==> config.mk <==
export PLATFORM = sky130hd
export DESIGN_NAME = utf8_to_utf16_transcoder
export DESIGN_NICKNAME = d
export VERILOG_FILES = /design/src/design/u2u_pkg.sv /design/src/design/u2u_front.sv /design/src/design/u2u_fifo.sv /design/src/design/u2u_back.sv /design/src/design/utf8_to_utf16_transcoder.sv
export SDC_FILE = /design/constraint.sdc
export NUM_CORES = 1
export LEC_CHECK = 0
export BUFFER_PORTS_ARGS = -buffer_cell sky130_fd_sc_hd__buf_2
export CAP_MARGIN = 20
export CORE_UTILIZATION = 50
export CTS_CLUSTER_SIZE = 16
export DETAILED_ROUTE_END_ITERATION = 8
export PLACE_DENSITY = 0.81
export RECOVER_POWER = 50
export REMOVE_ABC_BUFFERS = 1
export SLEW_MARGIN = 0
export SYNTH_ARGS = -nofsm -noshare
export SYNTH_HDL_FRONTEND = slang
export SYNTH_SLANG_ARGS = --single-unit
==> constraint.sdc <==
create_clock -name clk -period 9.41 [get_ports clk]
set_input_delay 1.882 -clock clk [delete_from_list [all_inputs] [get_ports clk]]
set_output_delay 1.882 -clock clk [all_outputs]
set_load 0.01 [all_outputs]
==> src/design/u2u_pkg.sv <==
// Shared types and constants for the UTF-8 to UTF-16 transcoder.
package u2u_pkg;

    // Register map and APB geometry.
    localparam int unsigned APB_ADDR_W = 2;
    localparam int unsigned APB_DATA_W = 32;
    localparam logic [APB_ADDR_W-1:0] ADDR_WIDE_UNIT_MODE = 2'd0;

    // Default depth of the queue between front and back.
    localparam int unsigned FIFO_DEPTH_DEFAULT = 4;

    // Result kinds.
    localparam logic [1:0] KIND_UNIT = 2'd0;
    localparam logic [1:0] KIND_OK   = 2'd1;
    localparam logic [1:0] KIND_ERR  = 2'd2;

    // Code point limits.
    localparam logic [20:0] CP_MAX      = 21'h10FFFF;
    localparam logic [20:0] CP_SURR_LO  = 21'h00D800;
    localparam logic [20:0] CP_SURR_HI  = 21'h00DFFF;
    localparam logic [20:0] CP_SUPP     = 21'h010000;
    localparam logic [20:0] CP_MIN_2B   = 21'h000080;
    localparam logic [20:0] CP_MIN_3B   = 21'h000800;
    localparam logic [15:0] HI_SURR_BASE = 16'hD800;
    localparam logic [15:0] LO_SURR_BASE = 16'hDC00;

    // Sequence lengths minus one.
    localparam logic [1:0] LEN_1B = 2'd0;
    localparam logic [1:0] LEN_2B = 2'd1;
    localparam logic [1:0] LEN_3B = 2'd2;
    localparam logic [1:0] LEN_4B = 2'd3;

    // One input transfer.
    typedef struct packed {
        logic [7:0] byte_value;
        logic       end_of_string;
    } in_item_t;

    // One result transfer.
    typedef struct packed {
        logic [20:0] code_unit;
        logic [1:0]  result_kind;
        logic        last_of_run;
    } out_item_t;

    // Work handed from the front to the back for one input byte.
    typedef struct packed {
        logic [20:0] unit0;        // code point or high surrogate
        logic [15:0] unit1;        // low surrogate
        logic [1:0]  n_units;      // 0, 1 or 2 code units
        logic        has_status;   // string ends with this byte
        logic        status_ok;
    } job_t;

endpackage

==> src/design/u2u_front.sv <==
// Front end: takes UTF-8 bytes, tracks the sequence state and builds output jobs.
module u2u_front
    import u2u_pkg::*;
(
    input  logic     clk,
    input  logic     rst_n,
    input  logic     wide_mode,
    input  logic     in_valid,
    output logic     in_ready,
    input  in_item_t in_data,
    input  logic     fifo_full,
    output logic     push,
    output job_t     push_job
);

    logic [20:0] partial_reg, partial_next;
    logic [1:0]  due_reg, due_next;
    logic [1:0]  len_reg, len_next;
    logic        err_reg, err_next;

    logic        accept;
    logic        complete;
    logic        bad;
    logic [7:0]  b;
    logic [20:0] cp;
    logic [20:0] v;
    job_t        job;

    assign in_ready = !fifo_full;
    assign accept   = in_valid && in_ready;
    assign b        = in_data.byte_value;

    // Sequence tracking and result generation for the current byte.
    always_comb
    begin
        partial_next = partial_reg;
        due_next     = due_reg;
        len_next     = len_reg;
        err_next     = err_reg;
        complete     = 1'b0;
        job          = '0;

        if (!err_reg)
        begin
            if (due_reg == 2'd0)
            begin
                if (b[7] == 1'b0)
                begin
                    partial_next = {13'd0, b};
                    len_next     = LEN_1B;
                    complete     = 1'b1;
                end
                else if (b[7:5] == 3'b110)
                begin
                    partial_next = {16'd0, b[4:0]};
                    len_next     = LEN_2B;
                    due_next     = 2'd1;
                end
                else if (b[7:4] == 4'b1110)
                begin
                    partial_next = {17'd0, b[3:0]};
                    len_next     = LEN_3B;
                    due_next     = 2'd2;
                end
                else if (b[7:3] == 5'b11110)
                begin
                    partial_next = {18'd0, b[2:0]};
                    len_next     = LEN_4B;
                    due_next     = 2'd3;
                end
                else
                begin
                    err_next = 1'b1;
                end
            end
            else if (b[7:6] != 2'b10)
            begin
                err_next = 1'b1;
            end
            else
            begin
                partial_next = {partial_reg[14:0], b[5:0]};
                due_next     = due_reg - 2'd1;
                complete     = (due_reg == 2'd1);
            end
        end

        // Validation of the completed code point.
        cp  = partial_next;
        v   = cp - CP_SUPP;
        bad = ((len_next == LEN_2B) && (cp < CP_MIN_2B)) ||
              ((len_next == LEN_3B) && (cp < CP_MIN_3B)) ||
              ((len_next == LEN_4B) && (cp < CP_SUPP)) ||
              (cp > CP_MAX) ||
              (cp inside {[CP_SURR_LO:CP_SURR_HI]});

        if (complete)
        begin
            if (bad)
            begin
                err_next = 1'b1;
            end
            else if (wide_mode || (cp < CP_SUPP))
            begin
                job.unit0   = cp;
                job.n_units = 2'd1;
            end
            else
            begin
                job.unit0   = {5'd0, HI_SURR_BASE + {6'd0, v[19:10]}};
                job.unit1   = LO_SURR_BASE + {6'd0, v[9:0]};
                job.n_units = 2'd2;
            end
            partial_next = '0;
            len_next     = LEN_1B;
        end

        // End of string: status result and state clear.
        if (in_data.end_of_string)
        begin
            job.has_status = 1'b1;
            job.status_ok  = !err_next && (due_next == 2'd0);
            partial_next   = '0;
            due_next       = 2'd0;
            len_next       = LEN_1B;
            err_next       = 1'b0;
        end
    end

    assign push     = accept && ((job.n_units != 2'd0) || job.has_status);
    assign push_job = job;

    // String state registers.
    always_ff @(posedge clk or negedge rst_n)
    begin
        if (!rst_n)
        begin
            partial_reg <= '0;
            due_reg     <= '0;
            len_reg     <= '0;
            err_reg     <= 1'b0;
        end
        else if (accept)
        begin
            partial_reg <= partial_next;
            due_reg     <= due_next;
            len_reg     <= len_next;
            err_reg     <= err_next;
        end
    end

endmodule

==> src/design/u2u_fifo.sv <==
// Small job queue between the front end and the output sequencer.
module u2u_fifo
    import u2u_pkg::*;
#(
    parameter int unsigned DEPTH = FIFO_DEPTH_DEFAULT
)
(
    input  logic clk,
    input  logic rst_n,
    input  logic push,
    input  job_t push_job,
    input  logic pop,
    output logic full,
    output logic head_valid,
    output job_t head_job
);

    localparam int unsigned PTR_W = (DEPTH > 1) ? $clog2(DEPTH) : 1;
    localparam int unsigned CNT_W = $clog2(DEPTH + 1);

    job_t             entries_reg [DEPTH];
    logic [PTR_W-1:0] wr_ptr_reg, wr_ptr_next;
    logic [PTR_W-1:0] rd_ptr_reg, rd_ptr_next;
    logic [CNT_W-1:0] count_reg, count_next;

    assign full       = (count_reg == CNT_W'(DEPTH));
    assign head_valid = (count_reg != '0);
    assign head_job   = entries_reg[rd_ptr_reg];

    // Pointer and occupancy update.
    always_comb
    begin
        wr_ptr_next = wr_ptr_reg;
        rd_ptr_next = rd_ptr_reg;
        count_next  = count_reg;
        if (push)
        begin
            wr_ptr_next = (wr_ptr_reg == PTR_W'(DEPTH - 1)) ? '0 : wr_ptr_reg + PTR_W'(1);
        end
        if (pop)
        begin
            rd_ptr_next = (rd_ptr_reg == PTR_W'(DEPTH - 1)) ? '0 : rd_ptr_reg + PTR_W'(1);
        end
        if (push && !pop)
        begin
            count_next = count_reg + CNT_W'(1);
        end
        else if (pop && !push)
        begin
            count_next = count_reg - CNT_W'(1);
        end
    end

    always_ff @(posedge clk or negedge rst_n)
    begin
        if (!rst_n)
        begin
            wr_ptr_reg <= '0;
            rd_ptr_reg <= '0;
            count_reg  <= '0;
        end
        else
        begin
            wr_ptr_reg <= wr_ptr_next;
            rd_ptr_reg <= rd_ptr_next;
            count_reg  <= count_next;
        end
    end

    // Queue storage.
    always_ff @(posedge clk)
    begin
        if (push)
        begin
            entries_reg[wr_ptr_reg] <= push_job;
        end
    end

endmodule

==> src/design/u2u_back.sv <==
// Back end: walks each job and sends its results one transfer per cycle while out_ready allows.
module u2u_back
    import u2u_pkg::*;
(
    input  logic      clk,
    input  logic      rst_n,
    input  logic      head_valid,
    input  job_t      head_job,
    output logic      pop,
    output logic      out_valid,
    input  logic      out_ready,
    output out_item_t out_data
);

    logic [1:0] idx_reg, idx_next;
    logic       out_valid_reg, out_valid_next;
    out_item_t  out_data_reg;

    logic [1:0] total;
    logic       last;
    logic       load;
    out_item_t  item;

    // Pick the result at the current position within the job.
    always_comb
    begin
        total = head_job.n_units + {1'b0, head_job.has_status};
        last  = (idx_reg == total - 2'd1);
        item  = '0;
        if (idx_reg < head_job.n_units)
        begin
            item.code_unit   = (idx_reg == 2'd0) ? head_job.unit0 : {5'd0, head_job.unit1};
            item.result_kind = KIND_UNIT;
        end
        else
        begin
            item.code_unit   = '0;
            item.result_kind = head_job.status_ok ? KIND_OK : KIND_ERR;
        end
        item.last_of_run = last;
    end

    assign load = head_valid && (!out_valid_reg || out_ready);
    assign pop  = load && last;

    // Position counter and output valid.
    always_comb
    begin
        idx_next       = idx_reg;
        out_valid_next = out_valid_reg;
        if (load)
        begin
            idx_next       = last ? 2'd0 : idx_reg + 2'd1;
            out_valid_next = 1'b1;
        end
        else if (out_ready)
        begin
            out_valid_next = 1'b0;
        end
    end

    always_ff @(posedge clk or negedge rst_n)
    begin
        if (!rst_n)
        begin
            idx_reg       <= '0;
            out_valid_reg <= 1'b0;
        end
        else
        begin
            idx_reg       <= idx_next;
            out_valid_reg <= out_valid_next;
        end
    end

    // Output payload register.
    always_ff @(posedge clk)
    begin
        if (load)
        begin
            out_data_reg <= item;
        end
    end

    assign out_valid = out_valid_reg;
    assign out_data  = out_data_reg;

endmodule

==> src/design/utf8_to_utf16_transcoder.sv <==
// UTF-8 to UTF-16 transcoder top level: APB register, front end, job queue, back end.
// Path: a result is stored in the job queue after its byte is accepted, then registered in
// the back end's output register, and transfers from there when the path is free.
// Throughput: one byte per cycle in; the back end sends one result per cycle while out_ready
// allows; a byte's further results (low surrogate, end-of-string status) each need a transfer.
// Input stalls only when the job queue (FIFO_DEPTH entries) is full.
// Reset (rst_n low, asynchronous) clears the string state, the queue and wide_unit_mode.
module utf8_to_utf16_transcoder
    import u2u_pkg::*;
#(
    parameter int unsigned FIFO_DEPTH = FIFO_DEPTH_DEFAULT
)
(
    input  logic                  clk,
    input  logic                  rst_n,
    input  logic                  in_valid,
    output logic                  in_ready,
    input  in_item_t              in_data,
    output logic                  out_valid,
    input  logic                  out_ready,
    output out_item_t             out_data,
    input  logic                  psel,
    input  logic                  penable,
    input  logic                  pwrite,
    input  logic [APB_ADDR_W-1:0] paddr,
    input  logic [APB_DATA_W-1:0] pwdata,
    output logic [APB_DATA_W-1:0] prdata,
    output logic                  pready
);

    logic wide_reg;
    logic fifo_full;
    logic push;
    logic pop;
    logic head_valid;
    job_t push_job;
    job_t head_job;

    // Configuration register.
    assign pready = 1'b1;
    assign prdata = (paddr == ADDR_WIDE_UNIT_MODE) ? {{(APB_DATA_W-1){1'b0}}, wide_reg} : '0;

    always_ff @(posedge clk or negedge rst_n)
    begin
        if (!rst_n)
        begin
            wide_reg <= 1'b0;
        end
        else if (psel && penable && pwrite && pready && (paddr == ADDR_WIDE_UNIT_MODE))
        begin
            wide_reg <= pwdata[0];
        end
    end

    u2u_front u_front
    (
        .clk       (clk),
        .rst_n     (rst_n),
        .wide_mode (wide_reg),
        .in_valid  (in_valid),
        .in_ready  (in_ready),
        .in_data   (in_data),
        .fifo_full (fifo_full),
        .push      (push),
        .push_job  (push_job)
    );

    u2u_fifo #(
        .DEPTH (FIFO_DEPTH)
    ) u_fifo
    (
        .clk        (clk),
        .rst_n      (rst_n),
        .push       (push),
        .push_job   (push_job),
        .pop        (pop),
        .full       (fifo_full),
        .head_valid (head_valid),
        .head_job   (head_job)
    );

    u2u_back u_back
    (
        .clk        (clk),
        .rst_n      (rst_n),
        .head_valid (head_valid),
        .head_job   (head_job),
        .pop        (pop),
        .out_valid  (out_valid),
        .out_ready  (out_ready),
        .out_data   (out_data)
    );

endmodule
# Word level (Yosys, flattened, before mapping)
# Memory sizes are Yosys's and may differ from the RTL's.
# Cells that the tools add are included.
[totals]
register_bits = 61
out_inout_bits = 59
memories = 1
wordCells = 137
mem_bits_rw = 164
[memory_table]
columns = ["name", "depth", "width", "read_ports", "rd_ports_with_merged_regs", "write_ports", "line", "text"]
rows = [
  ["u_fifo.entries_reg", 4, 41, 1, 0, 1, "u2u_fifo.sv:21", "job_t entries_reg [DEPTH];"],
]
[op_classes]
n_lt_le_gt_ge = 7
addsub = 11
n_eq_ne = 12
reduce_logical = 35
mux = 57
[ops]
columns = ["operator", "count"]
rows = [
  ["$mux W21", 10],
  ["$mux W39", 2],
  ["$mux W2", 22],
  ["$add A15 B11 Y16 const A", 2],
  ["$mux W16", 2],
  ["$ge A21 B16 Y1 const B", 1],
  ["$gt A21 B21 Y1 const B", 1],
  ["$le A21 B16 Y1 const B", 1],
  ["$lt A21 B12 Y1 const B", 1],
  ["$lt A21 B17 Y1 const B", 1],
  ["$lt A21 B8 Y1 const B", 1],
  ["$sub A20 B17 Y20 const B", 1],
  ["$mux W1", 19],
  ["$logic_and A1 B1 Y1", 14],
  ["$eq A2 B2 Y1 const B", 4],
  ["$logic_not A2 Y1", 4],
  ["$logic_or A1 B1 Y1", 7],
  ["$add A2 B1 Y2 const B", 3],
  ["$eq A3 B3 Y1 const B", 2],
  ["$mux W3", 2],
  ["$reduce_bool A2 Y1", 3],
  ["$eq A5 B5 Y1 const B", 1],
  ["$logic_not A1 Y1", 5],
  ["$eq A2 B1 Y1 const B", 2],
  ["10 further kinds", 11],
]

# Depth between registers and ports, before layout
[depth]
ltp_word = 24
depth_mapped = 22
mapped_depth_nobuf = 19

# Cells and area by module
# A second synthesis with hierarchy kept.
[unflattened]
cells_unflattened = 730
hier_area_um2 = 10471.3
[by_module_without_submodules]
columns = ["module", "seq_area_each_um2", "cells_per_inst", "area_per_inst_um2", "instances"]
rows = [
  ["u2u_fifo", 5099.9, 252, 6388.6, 1],
  ["u2u_front", 650.6, 348, 2537.4, 1],
  ["u2u_back", 795.8, 91, 1243.7, 1],
  ["utf8_to_utf16_transcoder", 25.0, 39, 301.5, 1],
]

# Least setup slack after synthesis
# No wires, ideal clock.
[synth_timing]
path_kind = "input-to-reg"
start = "input in_data[5] (netlist bit)"
end = "memory u_fifo.entries_reg[0][0] (netlist bit) (enable)"
arrival_time_ns = 6.896
required_time_ns = 8.929
path_slack_ns = 2.033
setup_ns = 0.481
cell_stages = 10
path_cell_list = "buf_2 > nand4_1 > a31oi_4 > mux2_4 > or3_1 > or4b_1 > a21oi_2 > nand4_1 > buf_2 > a211oi_1"
[synth_between]
elab_chain_len = 20
word_cells_on_any_way = 41
classes_between = "order compare (6); eq/ne (5); mux (18); reduce/logical (12)"
[synth_lines]
columns = ["element", "line", "text"]
rows = [
  ["start, declared", "utf8_to_utf16_transcoder.sv:18", "input in_item_t in_data,"],
  ["$eq A5 B5 Y1", "u2u_front.sv:65", "else if (b[7:3] == 5'b11110)"],
  ["$mux W21 / $mux W2 (equally long branches)", "u2u_front.sv:65", ""],
  ["$mux W21 / $mux W2 (equally long branches)", "u2u_front.sv:59", "else if (b[7:4] == 4'b1110)"],
  ["$mux W21 / $mux W2 (equally long branches)", "u2u_front.sv:53", "else if (b[7:5] == 3'b110)"],
  ["$mux W21 / $mux W2 (equally long branches)", "u2u_front.sv:47", "if (b[7] == 1'b0)"],
  ["$mux W21 / $mux W2 (equally long branches)", "u2u_front.sv:45", "if (due_reg == 2'd0)"],
  ["$mux W21 / $mux W2 (equally long branches)", "u2u_front.sv:43", "if (!err_reg)"],
  ["$lt A21 B8 Y1, or another cell as far along", "u2u_front.sv:91", "bad = ((len_next == LEN_2B) && (cp < CP_MIN_2B)) ||"],
  ["(+4 left out)", "n/a", ""],
  ["$logic_or A1 B1 Y1", "u2u_front.sv:94", "(cp > CP_MAX) ||"],
  ["$mux W39 (*)", "u2u_front.sv:99", "if (bad)"],
  ["$mux W39 (*)", "u2u_front.sv:97", "if (complete)"],
  ["$reduce_bool A2 Y1 (*)", "u2u_front.sv:130", "assign push = accept && ((job.n_units != 2'd0) || job.has_status);"],
  ["$logic_or A1 B1 Y1 (*)", "u2u_front.sv:130", ""],
  ["$logic_and A1 B1 Y1 (*)", "u2u_front.sv:130", ""],
  ["$mux W1 (*)", "u2u_fifo.sv:73", "if (push)"],
  ["$mux W1 (not written as such) (*)", "u2u_fifo.sv:75", "entries_reg[wr_ptr_reg] <= push_job;"],
  ["end, declared", "u2u_fifo.sv:21", ""],
]
# Mark *: on every way between the ends. The rest lies on a longest branch, timed or not.

# Worst setup path after layout
[layout_timing]
start = "input in_data[8] (netlist bit)"
end = "memory u_fifo.entries_reg[3][7] (netlist bit) (enable)"
[layout_between]
elab_chain_len = 20
word_cells_on_any_way = 47
classes_between = "order compare (6); eq/ne (7); mux (22); reduce/logical (12)"
[layout_lines]
columns = ["element", "line"]
rows = [
  ["$eq A5 B5 Y1", "u2u_front.sv:65"],
  ["$mux W21 / $mux W2 (equally long branches)", "u2u_front.sv:65"],
  ["$mux W21 / $mux W2 (equally long branches)", "u2u_front.sv:59"],
  ["$mux W21 / $mux W2 (equally long branches)", "u2u_front.sv:53"],
  ["$mux W21 / $mux W2 (equally long branches)", "u2u_front.sv:47"],
  ["$mux W21 / $mux W2 (equally long branches)", "u2u_front.sv:45"],
  ["$mux W21 / $mux W2 (equally long branches)", "u2u_front.sv:43"],
  ["$lt A21 B8 Y1, or another cell as far along", "u2u_front.sv:91"],
  ["(+4 left out)", "n/a"],
  ["$logic_or A1 B1 Y1", "u2u_front.sv:94"],
  ["$mux W39", "u2u_front.sv:99"],
  ["$mux W39 (*)", "u2u_front.sv:97"],
  ["$reduce_bool A2 Y1 (*)", "u2u_front.sv:130"],
  ["$logic_or A1 B1 Y1 (*)", "u2u_front.sv:130"],
  ["$logic_and A1 B1 Y1 (*)", "u2u_front.sv:130"],
  ["$mux W1 (*)", "u2u_fifo.sv:73"],
  ["$mux W1 (not written as such) (*)", "u2u_fifo.sv:75"],
]
# Marked as above.

==> reports/results.txt <==
Outcome = complete, but fails checks
Failing checks = capacitance limit, slew limit
Fillers = 1442
Fin. Hold Viols = 0
Worst Setup Path Type = in2reg
Synth Flop Type = edfxtp_1
CP Data Arrival Time = 6.81 ns
Crit path cell chain = clkbuf_1 -> nor4b_1 -> clkbuf_1 -> a31oi_1 -> a211oi_1 -> nor2_1 -> and4_1 -> o211ai_1 -> nand4_1 -> buf_4 -> a211oi_4 -> buf_4
Critical Path RT = 9.53 ns
Layout Skew = 0.01510 ns
Min Tclk post-route = 6.688 ns
I/O pin cnt = 109
Initial antenna violation count = 0
Final Setup Violations = 0
F_max = 149.5 MHz
Yosys top cell by area = edfxtp_1
Yosys cell types = 64
Initial drt markers = 431
Worst Setup SP = in_data[8]
Post-Synth XOR/XNOR Area = 0.7399%
Max Slew Vio Count = 107
Fin crit share = 71.07%
Slew margin rel. = -103.5%
Post-CTS Resized = 0
Max-cap violations = 3
Vias in the first global route = 5704
Max reg flops = 140
Syn Area/Cell = 13.36 µm²
CTS tree = done
Total clock sinks = 201
Worst Hold Class = reg2reg
Final setup TNS = 0 ns
P_leak = 3.775 nW
First-pass GRT wire length = 30.12 mm
Clk_lat worst skew = 0.49 ns
CP max FO = 37
Crit start category = input pin
All-Layer GR Usage = 19.79%
Drt wl/cell = 18.86 µm
Mapped cell area = 9470 µm²
Max VDD drop = 0.1330 mV
FF-to-FF Start = u_front.due_reg[0]$_DFFE_PN0P_
Complex-gate fraction of the synthesized area = 8.205%
ANT cells = 0
Post-Synth Simple-Gate Area = 11.14%
Largest family of logic cells by synthesized area = simple AND/OR/NAND/NOR gates
# rows = 49
Postcts setup bufs = 0
Post-synth EDFFs = 164
Worst-path clk slew = 0.06 ns
Worst-margin pin slew = 3.053 ns
DR vias = 5881
Total wire length = 18.69 mm
Post-Place Setup Slack = 3.242 ns
Final #Nets = 812
Layout cell share with drive strength beyond 1 = 13.91%
Crit end category = flop
Htree depth = 1
Area growth from synthesis to layout = 10.19%
RSZ-0062 raised after global routing = no
Critical-path top delay cell = a211oi_1
Worst path max stage delay = 0.82 ns
DR vias/cell = 5.934
Setup ws final = 2.722 ns
Synth Area in Adders = 1.929%
HPWL after detailed placement = 11.85 mm
Mux share of post-synthesis cell area = 10.65%
Antenna-violating nets left = 0
Post-synth top cells = edfxtp_1, nand2_1, nor2_1, dfrtp_1, mux4_2
Yosys reg bits = 201
Count leader, synth = edfxtp_1
Worst hold path startpoint = u_front.partial_reg[17]$_DFFE_PN0P_
IO buf count = 45
GRT overflow = 0
Num CTS Buffers = 21
Post-synth top area share = 52.00%
Post-synth ARST share = 18.41%
Root Buffer = clkbuf_16
Die area = 19500 µm²
Placeable Area = 18270 µm²
Post-CTS Hold Fix Bufs = 0
Synth warn = 0
Placer Congestion = 0.8983
Drt pass-1 iters = 5
Sequential-to-total area share from yosys stat = 61.78%
# DRC = 0
Synth top area cells = edfxtp_1, dfrtp_1, mux4_2, buf_4, nand2_1
Largest net degree at the start of global routing = 39
Synth Instances = 709
Initial Utilization = 51.84%
Final cell utilization of the core = 57.12%
CTS max path bufs = 3
PD cells = 300.6 nW/µm²
Die X = 139.6 µm
Power, Total = 3.137 mW
Die H = 139.6 µm
==> critical path, delay by kind of cell <==
family / cells / cell delay [ns]
buf+inv: 4 / 2.09
compound gates: 4 / 1.87
simple gates: 4 / 0.91
==> layout make-up <==
cell class / count / area [µm²] / share of cell area [%]
multi-input combinational: 439 / 3233 / 30.98
tap: 229 / 286.5 / 2.746
sequential: 201 / 5852 / 56.08
clock buffer: 26 / 564.3 / 5.408
clock inverter: 11 / 126.4 / 1.211
inverter: 29 / 108.9 / 1.043
timing repair buffer: 56 / 264.0 / 2.530
==> layout by cell type, fill, tap and decap left out, types with 5 or more instances in the layout <==
| master | synthesis | routed |
|---|---|---|
| a211oi_1 | 15 | 11 |
| a21o_1 | 6 | 6 |
| a21oi_1 | 23 | 23 |
| a22o_1 | 13 | 13 |
| and3_1 | 12 | 12 |
| buf_2 | 8 | 16 |
| buf_4 | 34 | 7 |
| clkbuf_1 | 18 | 35 |
| clkbuf_16 | 0 | 21 |
| conb_1 | 2 | 32 |
| dfrtp_1 | 37 | 36 |
| edfxtp_1 | 164 | 164 |
| ha_1 | 13 | 13 |
| inv_1 | 29 | 29 |
| mux2i_1 | 16 | 16 |
| mux4_2 | 35 | 35 |
| nand2_1 | 66 | 66 |
| nand2b_1 | 5 | 5 |
| nand3_1 | 13 | 13 |
| nand4_1 | 10 | 10 |
| nor2_1 | 51 | 51 |
| nor3_1 | 23 | 23 |
| o21ai_0 | 32 | 32 |
| xnor2_1 | 6 | 6 |
==> logic make-up (layout without fill, tap and decap cells) <==
family | count (synthesis) | after routing
AO/OA/AOI/OAI | 116 | 116
multiplexers | 56 | 56
XOR/XNOR | 8 | 8
flip-flops | 201 | 201
other | 2 | 32
buffers and inverters | 99 | 122
AND/OR/NAND/NOR | 213 | 213
adder cells (fa/ha/maj) | 14 | 14
==> metal layers <==
layer / part of all wire [%] / vias to the layer above / track usage [%]
met5: 0 / - / 0
met4: 2.4 / 0 / 6.073
met3: 6.4 / 42 / 2.787
met2: 47 / 250 / 32.24
met1: 44 / 2900 / 27.82
li1: - / 2689 / -
==> report_power, final <==
part / leakage (nW) / total, mW / internal, mW / switching, mW
logic: 1.40 / 1.03 / 0.399 / 0.627
registers: 2.04 / 1.29 / 1.21 / 0.0817
clock network: 0.332 / 0.822 / 0.485 / 0.337
==> stage by stage <==
step	instance area [µm²]	hold slack [ns]	std cells
final	10440	0.4995	991
after CTS	10510	0.5019	990
after global routing	10440	0.5206	991
after floorplan	9173	0.4497	669
after detailed placement	9822	0.4854	953
after global placement	9822	0.4703	953
==> worst paths after layout <==
kind / end / slack [ns] / cells past startpoint
min in group asynchronous: u_fifo.wr_ptr_reg[1]$_DFFE_PN0P_ / 2.02 / 1
max in group asynchronous: u_fifo.rd_ptr_reg[0]$_DFFE_PN0P_ / 6.00 / 1
worst max register to register: u_fifo.entries_reg[3][7]$_DFFE_PP_ / 3.60 / 13
worst min-delay path: u_front.partial_reg[17]$_DFFE_PN0P_ / 0.50 / 2
worst max-delay path: u_fifo.entries_reg[3][7]$_DFFE_PP_ / 2.72 / 12
worst min register to register: u_front.partial_reg[17]$_DFFE_PN0P_ / 0.50 / 2
No activity file was read; power rests on OpenSTA's default activity.
